--- config.mk ---
export PLATFORM = sky130hd
export DESIGN_NAME = tks_cell
export DESIGN_NICKNAME = d
export VERILOG_FILES = /design/src/hdl/assert_macros.svh /design/src/hdl/tks_pkg.sv /design/src/hdl/tks_cell.sv
export SDC_FILE = /design/constraint.sdc
export NUM_CORES = 1
export LEC_CHECK = 0
export BUFFER_PORTS_ARGS = -buffer_cell sky130_fd_sc_hd__buf_2
export CAP_MARGIN = 20
export CORE_UTILIZATION = 64
export DETAILED_ROUTE_END_ITERATION = 8
export HOLD_SLACK_MARGIN = 0.02
export PLACE_DENSITY = 0.85
export SYNTH_ARGS = -nofsm -noshare
export SYNTH_HDL_FRONTEND = slang
export SYNTH_SLANG_ARGS = --single-unit
--- constraint.sdc ---
create_clock -name clk -period 19.2 [get_ports clk]
set_clock_uncertainty 0.2 [all_clocks]
set_input_delay 1.92 -clock clk [delete_from_list [all_inputs] [get_ports clk]]
set_output_delay 1.92 -clock clk [all_outputs]
set_load 0.01 [all_outputs]
--- src/hdl/assert_macros.svh ---
// Assertion macros shared by the score table RTL.
// Each macro expects a clock named clk and an active-low reset named rst_n in scope.
`ifndef ASSERT_MACROS_SVH
`define ASSERT_MACROS_SVH

// Check that cons holds in the same cycle whenever ante holds.
`define ASSERT_SAME(label, ante, cons) \
  label: assert property (@(posedge clk) disable iff (!rst_n) (ante) |-> (cons)) \
    else $error("assertion failed in score table");

// Check that cons holds in the cycle after ante holds.
`define ASSERT_NEXT(label, ante, cons) \
  label: assert property (@(posedge clk) disable iff (!rst_n) (ante) |=> (cons)) \
    else $error("assertion failed in score table");

`endif

--- src/hdl/tks_pkg.sv ---
// Package for the top-k score table: sizes, command codes and shared types.
// Used by tks_cell and top_k_score_table_top; depends on nothing.
`timescale 1ns / 1ps

package tks_pkg;

  localparam int LIST_DEPTH  = 10;
  localparam int BANKS       = 5;
  localparam int SCORE_BITS  = 20;
  localparam int INI_BITS    = 8;
  localparam int BANK_W      = 3;
  localparam int RANK_W      = 4;
  localparam int BANK_IDX_W  = $clog2(BANKS);
  localparam int LAST_RANK   = LIST_DEPTH - 1;

  // Command codes
  localparam logic CMD_INSERT = 1'b0;
  localparam logic CMD_READ   = 1'b1;

  // One stored entry: a score and three initial bytes
  typedef struct packed {
    logic [SCORE_BITS-1:0] score;
    logic [INI_BITS-1:0]   ini_a;
    logic [INI_BITS-1:0]   ini_b;
    logic [INI_BITS-1:0]   ini_c;
  } entry_t;

  // Control broadcast to every cell of the chain
  typedef struct packed {
    logic                  wr_en;
    logic [BANK_IDX_W-1:0] bank;
  } cell_ctl_t;

  // One result item
  typedef struct packed {
    logic              accepted;
    logic [RANK_W-1:0] rank;
    entry_t            entry;
  } result_t;

endpackage

--- src/hdl/tks_cell.sv ---
// One rank position of the score table, holding that rank's entry for every bank.
// Depends on tks_pkg; chained by top_k_score_table_top.
`timescale 1ns / 1ps

module tks_cell (
  input  logic               clk,
  input  logic               rst_n,
  input  tks_pkg::cell_ctl_t ctl,
  input  tks_pkg::entry_t    new_entry,
  input  tks_pkg::entry_t    up_entry,
  input  logic               up_ge,
  output tks_pkg::entry_t    cur_entry,
  output logic               cur_ge
);

  tks_pkg::entry_t store_r [tks_pkg::BANKS];
  tks_pkg::entry_t store_nxt;
  logic            wr;

  // Read this rank of the addressed bank and compare against the offered score
  assign cur_entry = store_r[ctl.bank];
  assign cur_ge    = (cur_entry.score >= new_entry.score);

  // Take the new entry at the insert spot, otherwise shift down from the cell above
  assign store_nxt = up_ge ? new_entry : up_entry;
  assign wr        = ctl.wr_en && !cur_ge;

  // Hold the entries; clear all banks at reset
  always_ff @(posedge clk) begin
    if (!rst_n) begin
      for (int b = 0; b < tks_pkg::BANKS; b++) begin
        store_r[b] <= '0;
      end
    end else if (wr) begin
      store_r[ctl.bank] <= store_nxt;
    end
  end

endmodule

Word level (Yosys, flattened, before mapping)
Memory sizes are Yosys's and may differ from the RTL's. Cells that the tools add are included.

Memories kept: 1. Register bits: 0. Logic and storage cells: 13. Input port bits: 95. RAM bits: 220.

Order comparisons: 1. Reduce and logical (&&, ||, !) cells: 3. Muxes and demuxes: 8.

Memory list: store_r (depth 5, bits a word 44, read ports 1, clocked after memory_dff 0, write ports 5, line tks_cell.sv:16) `tks_pkg::entry_t store_r [tks_pkg::BANKS];`.

Operators by type and width (count): 44-bit 2-to-1 mux (2); 44-bit OR reduction (1); 20-bit >= comparator (1); 1-bit 2-to-1 mux (5); 3-bit 2-to-1 mux (1); 1-bit logical AND (1); 1-bit logical NOT (1).

Longest topological paths before layout
Gate-level depths: netlist of run 1. An unclocked memory read counts as a cell.

Word-level depth: 9. Gate-level depth with buffers: 14.

Worst setup path before layout of run 1
OpenSTA, ideal clock, no wires.

Path type: input -> register. Start: input port ctl[2] (netlist name). End: memory store_r[5][0] (netlist name), enable pin. Required time: 18.444 ns. Setup time: 0.556 ns. Setup slack: 9.912 ns. Arrival: 8.533 ns. Cell stages on the path: 12. Cell sequence: buf_2 > nand2_1 > nor2_1 > clkbuf_1 > a22oi_1 > nand4_1 > ha_1 > a2111oi_1 > nor4_4 > buf_2 > buf_2 > nor4_1.

RTL lines: from (decl) (line tks_cell.sv:8) `input tks_pkg::cell_ctl_t ctl,`; to (decl) (line tks_cell.sv:16).

Worst setup path after layout of run 1
Start: input port ctl[0] (netlist name). End: output port cur_ge.

Word-level cells in the longest chain between the ends: 2.

RTL lines: memory 5 x 44 bit; 20-bit >= comparator (line tks_cell.sv:22) `assign cur_ge = (cur_entry.score >= new_entry.score);`; to (decl) (line tks_cell.sv:13) `output logic cur_ge`.

No other way between the ends.

==> flow_metrics.py, run 1 <==
metrics = {
    "setup_path": {
        "worstReg2RegEnd": "store_r[7][29]",
        "worstPathArrival_ns": 5.99,
        "r2r-start": "store_r[2][42]",
        "path_class": "in2out",
        "endpoint": "cur_ge",
        "reg2reg_depth": 9,
        "cp.required_ns": 17.08,
        "regToRegSetupSlack_ns": 14.65,
        "end_kind": "output port",
        "crit_fanout": 29,
        "cp-start-kind": "primary input",
        "crit_start": "ctl[0]",
    },
    "route": {
        "firstDrtPassIters": 5,
        "drcViolationCount": 0,
        "routedWlPerCell_um": 28.1,
        "avgViaCountPerCell": 7.34,
        "antenna_left": 0,
        "first_iter_violations": 1693,
        "routed_wl_um": 43100,
        "vias": 11300,
    },
    "cts": {
        "clk_latency_ns": 0.52,
        "clkTransAtPathRegs_ns": 0.06,
        "numCtsBuffers": 36,
        "htreeDepth": 2,
        "post_cts_resized": 0,
        "hold_buffers": 0,
        "clk_path_buf_depth": 3,
        "clock_sinks": 352,
        "cts_setup_buffers": 0,
        "tritoncts": "built",
        "clockRootBuffer": "clkbuf_16",
    },
    "status": {
        "status": "finished, final reports clean",
    },
    "sta": {
        "setup-violations-final": 0,
        "fin_crit_ns": 8.11,
        "timing.final.max_slew_violations": 0,
        "hold_viol": 0,
        "grt_setup_unrepaired": "no",
        "worstMarginPinSlew_ns": 1.22,
        "whs_ns": 1.23,
        "fmax_mhz": 123,
        "tns_ns": 0,
        "final.setup.worst_slack_ns": 11.09,
        "finalCritPeriodShare": 0.423,
        "max_slew_margin": 0.182,
    },
    "floorplan": {
        "start_util": 0.655,
        "dieArea_sq_mm": 0.0247,
        "die_h_um": 157,
        "io_pins": 140,
        "die_w_um": 157,
        "rows": 56,
        "coreArea_sq_mm": 0.0235,
    },
    "worst_hold_path": {
        "hold_class": "reg2reg",
    },
    "final_layout": {
        "nets": 1303,
        "synthToLayoutAreaGrowth_pct": 14.2,
        "finalInstanceArea_sq_mm": 0.0176,
        "largest_register_ffs": 352,
        "regMostFlops": "store_r",
        "reg_top3": "store_r: 352 flops",
        "drive_gt1_frac": 0.198,
    },
    "global_routing": {
        "grt_max_degree": 229,
        "grt_pass1_wl_um": 64600,
        "track_usage": 0.356,
        "grt_overflow": 0,
        "antenna_found_initial": 3,
        "grt_pass1_vias": 11200,
    },
    "placed_design": {
        "dp_slack_ns": 11.19,
        "dp_hpwl_um": 22400,
        "post_dp_cell_area_sq_mm": 0.0165,
        "io_buffers": 139,
        "place_congestion": 0.829,
    },
    "synthesis": {
        "synth_cells": 1095,
        "synthTopCellsByCount": "edfxtp_1 (352), nor4_1 (223), a22oi_1 (176)",
        "post-synth-top-count-cell": "edfxtp_1",
        "synth_area_per_cell_sq_um": 14.1,
        "synth.distinct_cells": 33,
        "synth_area_sq_mm": 0.0154,
        "synth-main-ff-cell": "edfxtp_1",
        "syn_nets": 1210,
        "ys_ff_latch": 352,
        "yosysTopAreaCellShare": 0.686,
        "synth_edf_count": 352,
        "ys_warn_count": 0,
        "ys_seq_area_frac": 0.686,
        "postSynth.asyncResetShare": 0,
        "yosysTopAreaCell": "edfxtp_1",
        "synth_area_leaders": "edfxtp_1 (69%), nor4_1 (9.1%), a22oi_1 (8.6%)",
    },
    "power_and_ir_drop": {
        "power_mw": 1.70,
        "p_leak_nw": 6.30,
        "p_per_area_mw_per_mm2": 96.8,
        "ir_drop_mv": 0.0853,
    },
    "job": {
        "timing.max_cap.violations": 0,
    },
}
-- metal layers --
metal,GRT usage,vias to the layer above,routed length [um]
li1,-,4762,-
met1,0.477,5382,15100
met2,0.578,988,21000
met3,0.0567,132,5550
met4,0.166,2,1490
met5,0,-,14
-- cells by family after synthesis --
family                     Yosys count  synth area share
muxes                               44            0.0286
DFF                                352             0.686
buffers and inverters              181            0.0464
AOI/OAI and AO/OA                  201             0.100
adders and majority gates           20            0.0162
and+or+nand+nor                    297             0.123
-- placed cells by master, fill, tap and decap left out, types with 7 or more instances in the layout --
cell type and n:
nor4_1 220, clkbuf_16 37, nand4_1 47, buf_2 139, edfxtp_1 352, ha_1 20, clkbuf_1 9, inv_1 67
mux2i_1 44, clkinv_1 7, buf_4 28, a22oi_1 176
-- cell type report --
cell class	count	area, sq um
flip-flops and latches	352	10600
clock buffers	46	960
multi-input cells	562	4330
repair buffers	169	946
diodes	2	5.00
clock inverters	17	139
well taps	319	399
inverters	67	251
fillers	1452	5940
-- worst max-delay path, stage by stage --
cell and delay [ns]:
buf_2 0.27, nor3b_4 0.92, buf_4 0.57, a22oi_1 0.17
nand4_1 0.21, ha_1 0.18, nand4_1 0.16, or3_1 0.69
nor4_4 0.54, or3_1 0.20, buf_2 0.14
-- worst min path at each step --
stage / startpoint / end / slack (ns) / depth (start not counted)
after floorplan: store_r[2][43] / store_r[2][0] / 0.95 / 6
after global placement: store_r[6][43] / store_r[1][31] / 1.17 / 7
after detailed placement: store_r[7][43] / store_r[1][42] / 1.17 / 7
after CTS: store_r[7][43] / store_r[1][1] / 1.23 / 7
after global routing: store_r[2][43] / store_r[1][4] / 1.30 / 7
final: store_r[7][43] / store_r[1][2] / 1.23 / 7
-- through the flow --
| step | cells | util |
|---|---|---|
| after global placement | 1469 | 0.701 |
| after CTS | 1532 | 0.747 |
| after floorplan | 1095 | - |
| after global routing | 1533 | 0.748 |
| final | 1534 | 0.748 |
| after detailed placement | 1469 | 0.701 |
-- power breakdown --
| group | internal (mW) | switching (mW) | total, mW |
|---|---|---|---|
| Sequential | 0.873 | 0.00777 | 0.880 |
| Combinational | 0.0443 | 0.115 | 0.159 |
| Clock | 0.381 | 0.284 | 0.665 |
| Total | 1.30 | 0.407 | 1.70 |
(Power assumes the default switching activity.)
==> run 2, diff against run 1 <==
--- a/config.mk
+++ b/config.mk
@@ -7,10 +7,10 @@
 export LEC_CHECK = 0
 export BUFFER_PORTS_ARGS = -buffer_cell sky130_fd_sc_hd__buf_2
 export CAP_MARGIN = 20
-export CORE_UTILIZATION = 64
+export CORE_UTILIZATION = 59
 export DETAILED_ROUTE_END_ITERATION = 8
 export HOLD_SLACK_MARGIN = 0.02
-export PLACE_DENSITY = 0.85
+export PLACE_DENSITY = 0.79
 export SYNTH_ARGS = -nofsm -noshare
 export SYNTH_HDL_FRONTEND = slang
 export SYNTH_SLANG_ARGS = --single-unit
==> constraint.sdc (replaced) <==
create_clock -name clk -period 8.4 [get_ports clk]
set_clock_uncertainty 0.2 [all_clocks]
set_input_delay 0.84 -clock clk [delete_from_list [all_inputs] [get_ports clk]]
set_output_delay 0.84 -clock clk [all_outputs]
set_load 0.01 [all_outputs]
==> flow_metrics.py, run 2 (synthesized netlist as in run 1, its figures left out) <==
metrics = {
    "sta": {
        "setup-violations-final": 0,
        "worstMarginPinSlew_ns": 1.22,
        "final.setup.worst_slack_ns": 1.44,
        "hold_viol": 0,
        "timing.final.max_slew_violations": 0,
        "max_slew_margin": 0.184,
        "fmax_mhz": 144,
        "finalCritPeriodShare": 0.829,
        "fin_crit_ns": 6.96,
        "grt_setup_unrepaired": "no",
        "tns_ns": 0,
    },
    "job": {
        "timing.max_cap.violations": 0,
    },
    "cts": {
        "tritoncts": "built",
        "htreeDepth": 2,
        "clk_latency_ns": 0.52,
        "cts_setup_buffers": 0,
        "post_cts_resized": 0,
        "hold_buffers": 0,
        "clk_path_buf_depth": 3,
        "numCtsBuffers": 37,
        "clkTransAtPathRegs_ns": 0.06,
        "clock_sinks": 352,
        "clockRootBuffer": "clkbuf_16",
    },
    "global_routing": {
        "grt_max_degree": 225,
        "track_usage": 0.322,
        "grt_overflow": 0,
        "grt_pass1_vias": 11200,
        "grt_pass1_wl_um": 63900,
        "antenna_found_initial": 2,
    },
    "floorplan": {
        "coreArea_sq_mm": 0.0254,
        "io_pins": 140,
        "die_h_um": 164,
        "start_util": 0.607,
        "die_w_um": 164,
        "dieArea_sq_mm": 0.0268,
        "rows": 58,
    },
    "setup_path": {
        "end_kind": "output port",
        "crit_fanout": 224,
        "regToRegSetupSlack_ns": 3.63,
        "cp-start-kind": "primary input",
        "worstPathArrival_ns": 5.92,
        "cp.required_ns": 7.36,
        "path_class": "in2out",
    },
    "power_and_ir_drop": {
        "ir_drop_mv": 0.186,
        "p_per_area_mw_per_mm2": 227,
        "p_leak_nw": 6.44,
        "intPower_mw": 3.10,
        "p_comb_frac": 0.091,
        "p_seq_frac": 0.497,
        "netSwitchingPower_uw": 951,
        "clkPwrFrac": 0.412,
        "p_sw_frac": 0.235,
    },
    "placed_design": {
        "io_buffers": 139,
        "post_dp_cell_area_sq_mm": 0.0165,
        "place_congestion": 0.856,
        "dp_cells": 1484,
        "dp_hpwl_um": 24300,
        "dp_slack_ns": 1.67,
    },
    "route": {
        "antenna_left": 0,
        "drcViolationCount": 0,
        "vias": 11300,
        "avgViaCountPerCell": 7.24,
        "firstDrtPassIters": 6,
        "routedWlPerCell_um": 27.6,
        "routed_wl_um": 43000,
        "first_iter_violations": 1770,
    },
    "final_layout": {
        "fin_util": 0.703,
        "largest_register_ffs": 352,
        "final_cell_mix": "edfxtp_1 (352), nor4_1 (220), a22oi_1 (176), buf_2 (139), inv_1 (67)",
        "layout_commonest_cell": "edfxtp_1",
        "drive_gt1_frac": 0.212,
        "finalInstanceArea_sq_mm": 0.0179,
        "nets": 1312,
        "synthToLayoutAreaGrowth_pct": 15.9,
        "reg_top3": "store_r: 352 flops",
        "instances_no_fill": 1558,
        "regMostFlops": "store_r",
    },
    "status": {
        "status": "finished, final reports clean",
    },
    "worst_hold_path": {
        "hold_class": "in2reg",
    },
}
-- run 2: area by class of cell --
class                           instances  area (sq um)
Sequential cell                       352         10600
Fill cell                            1667          7540
Multi-Input combinational cell        562          4330
Timing Repair Buffer                  177          1050
Clock buffer                           42           987
Tap cell                              330           413
Clock inverter                         26           256
Inverter                               67           251
Antenna cell                            2          5.00
-- run 2: worst max-delay path: stages --
cell and delay [ns]:
buf_2 0.23, nor3b_4 0.91, buf_4 0.38, a22oi_1 0.15, nand4_1 0.14, ha_1 0.18, nand4_1 0.18, or3_1 0.69
nor4_4 0.87, buf_12 0.71, or3_1 0.22, buf_2 0.13
-- run 2: path summary, 6_finish.rpt --
check,start,end,depth (start not counted)
setup reg to reg,store_r[6][41],store_r[5][29],9
setup / recovery,ctl[2],cur_ge,12
hold reg to reg,store_r[6][43],store_r[4][43],6
hold / removal,up_entry[20],store_r[7][20],3
-- run 2: layer usage --
layer | track usage | share of wire | vias to the layer above
li1 | - | - | 4781
met1 | 0.423 | 0.36 | 5467
met2 | 0.520 | 0.48 | 911
met3 | 0.0615 | 0.12 | 116
met4 | 0.150 | 0.035 | 0
met5 | 0 | 0 | -
-- run 2: stage by stage --
stage	hold slack (ns)	total power [mW]
after global placement	1.10	2.39
after floorplan	0.952	2.25
after CTS	0.587	4.04
after global routing	0.618	4.14
final	0.605	4.05
after detailed placement	1.11	2.41
-- run 2: power by group through the flow --
| stage | combinational, mW | clock (mW) | sequential (mW) |
|---|---|---|---|
| 6_report | 0.369 | 1.67 | 2.01 |
| 5_1_grt | 0.391 | 1.73 | 2.02 |
| 4_1_cts | 0.358 | 1.67 | 2.01 |
| 3_5_place_dp | 0.356 | 0 | 2.05 |
| 2_1_floorplan | 0.203 | 0 | 2.05 |
| 3_3_place_gp | 0.345 | 0 | 2.05 |
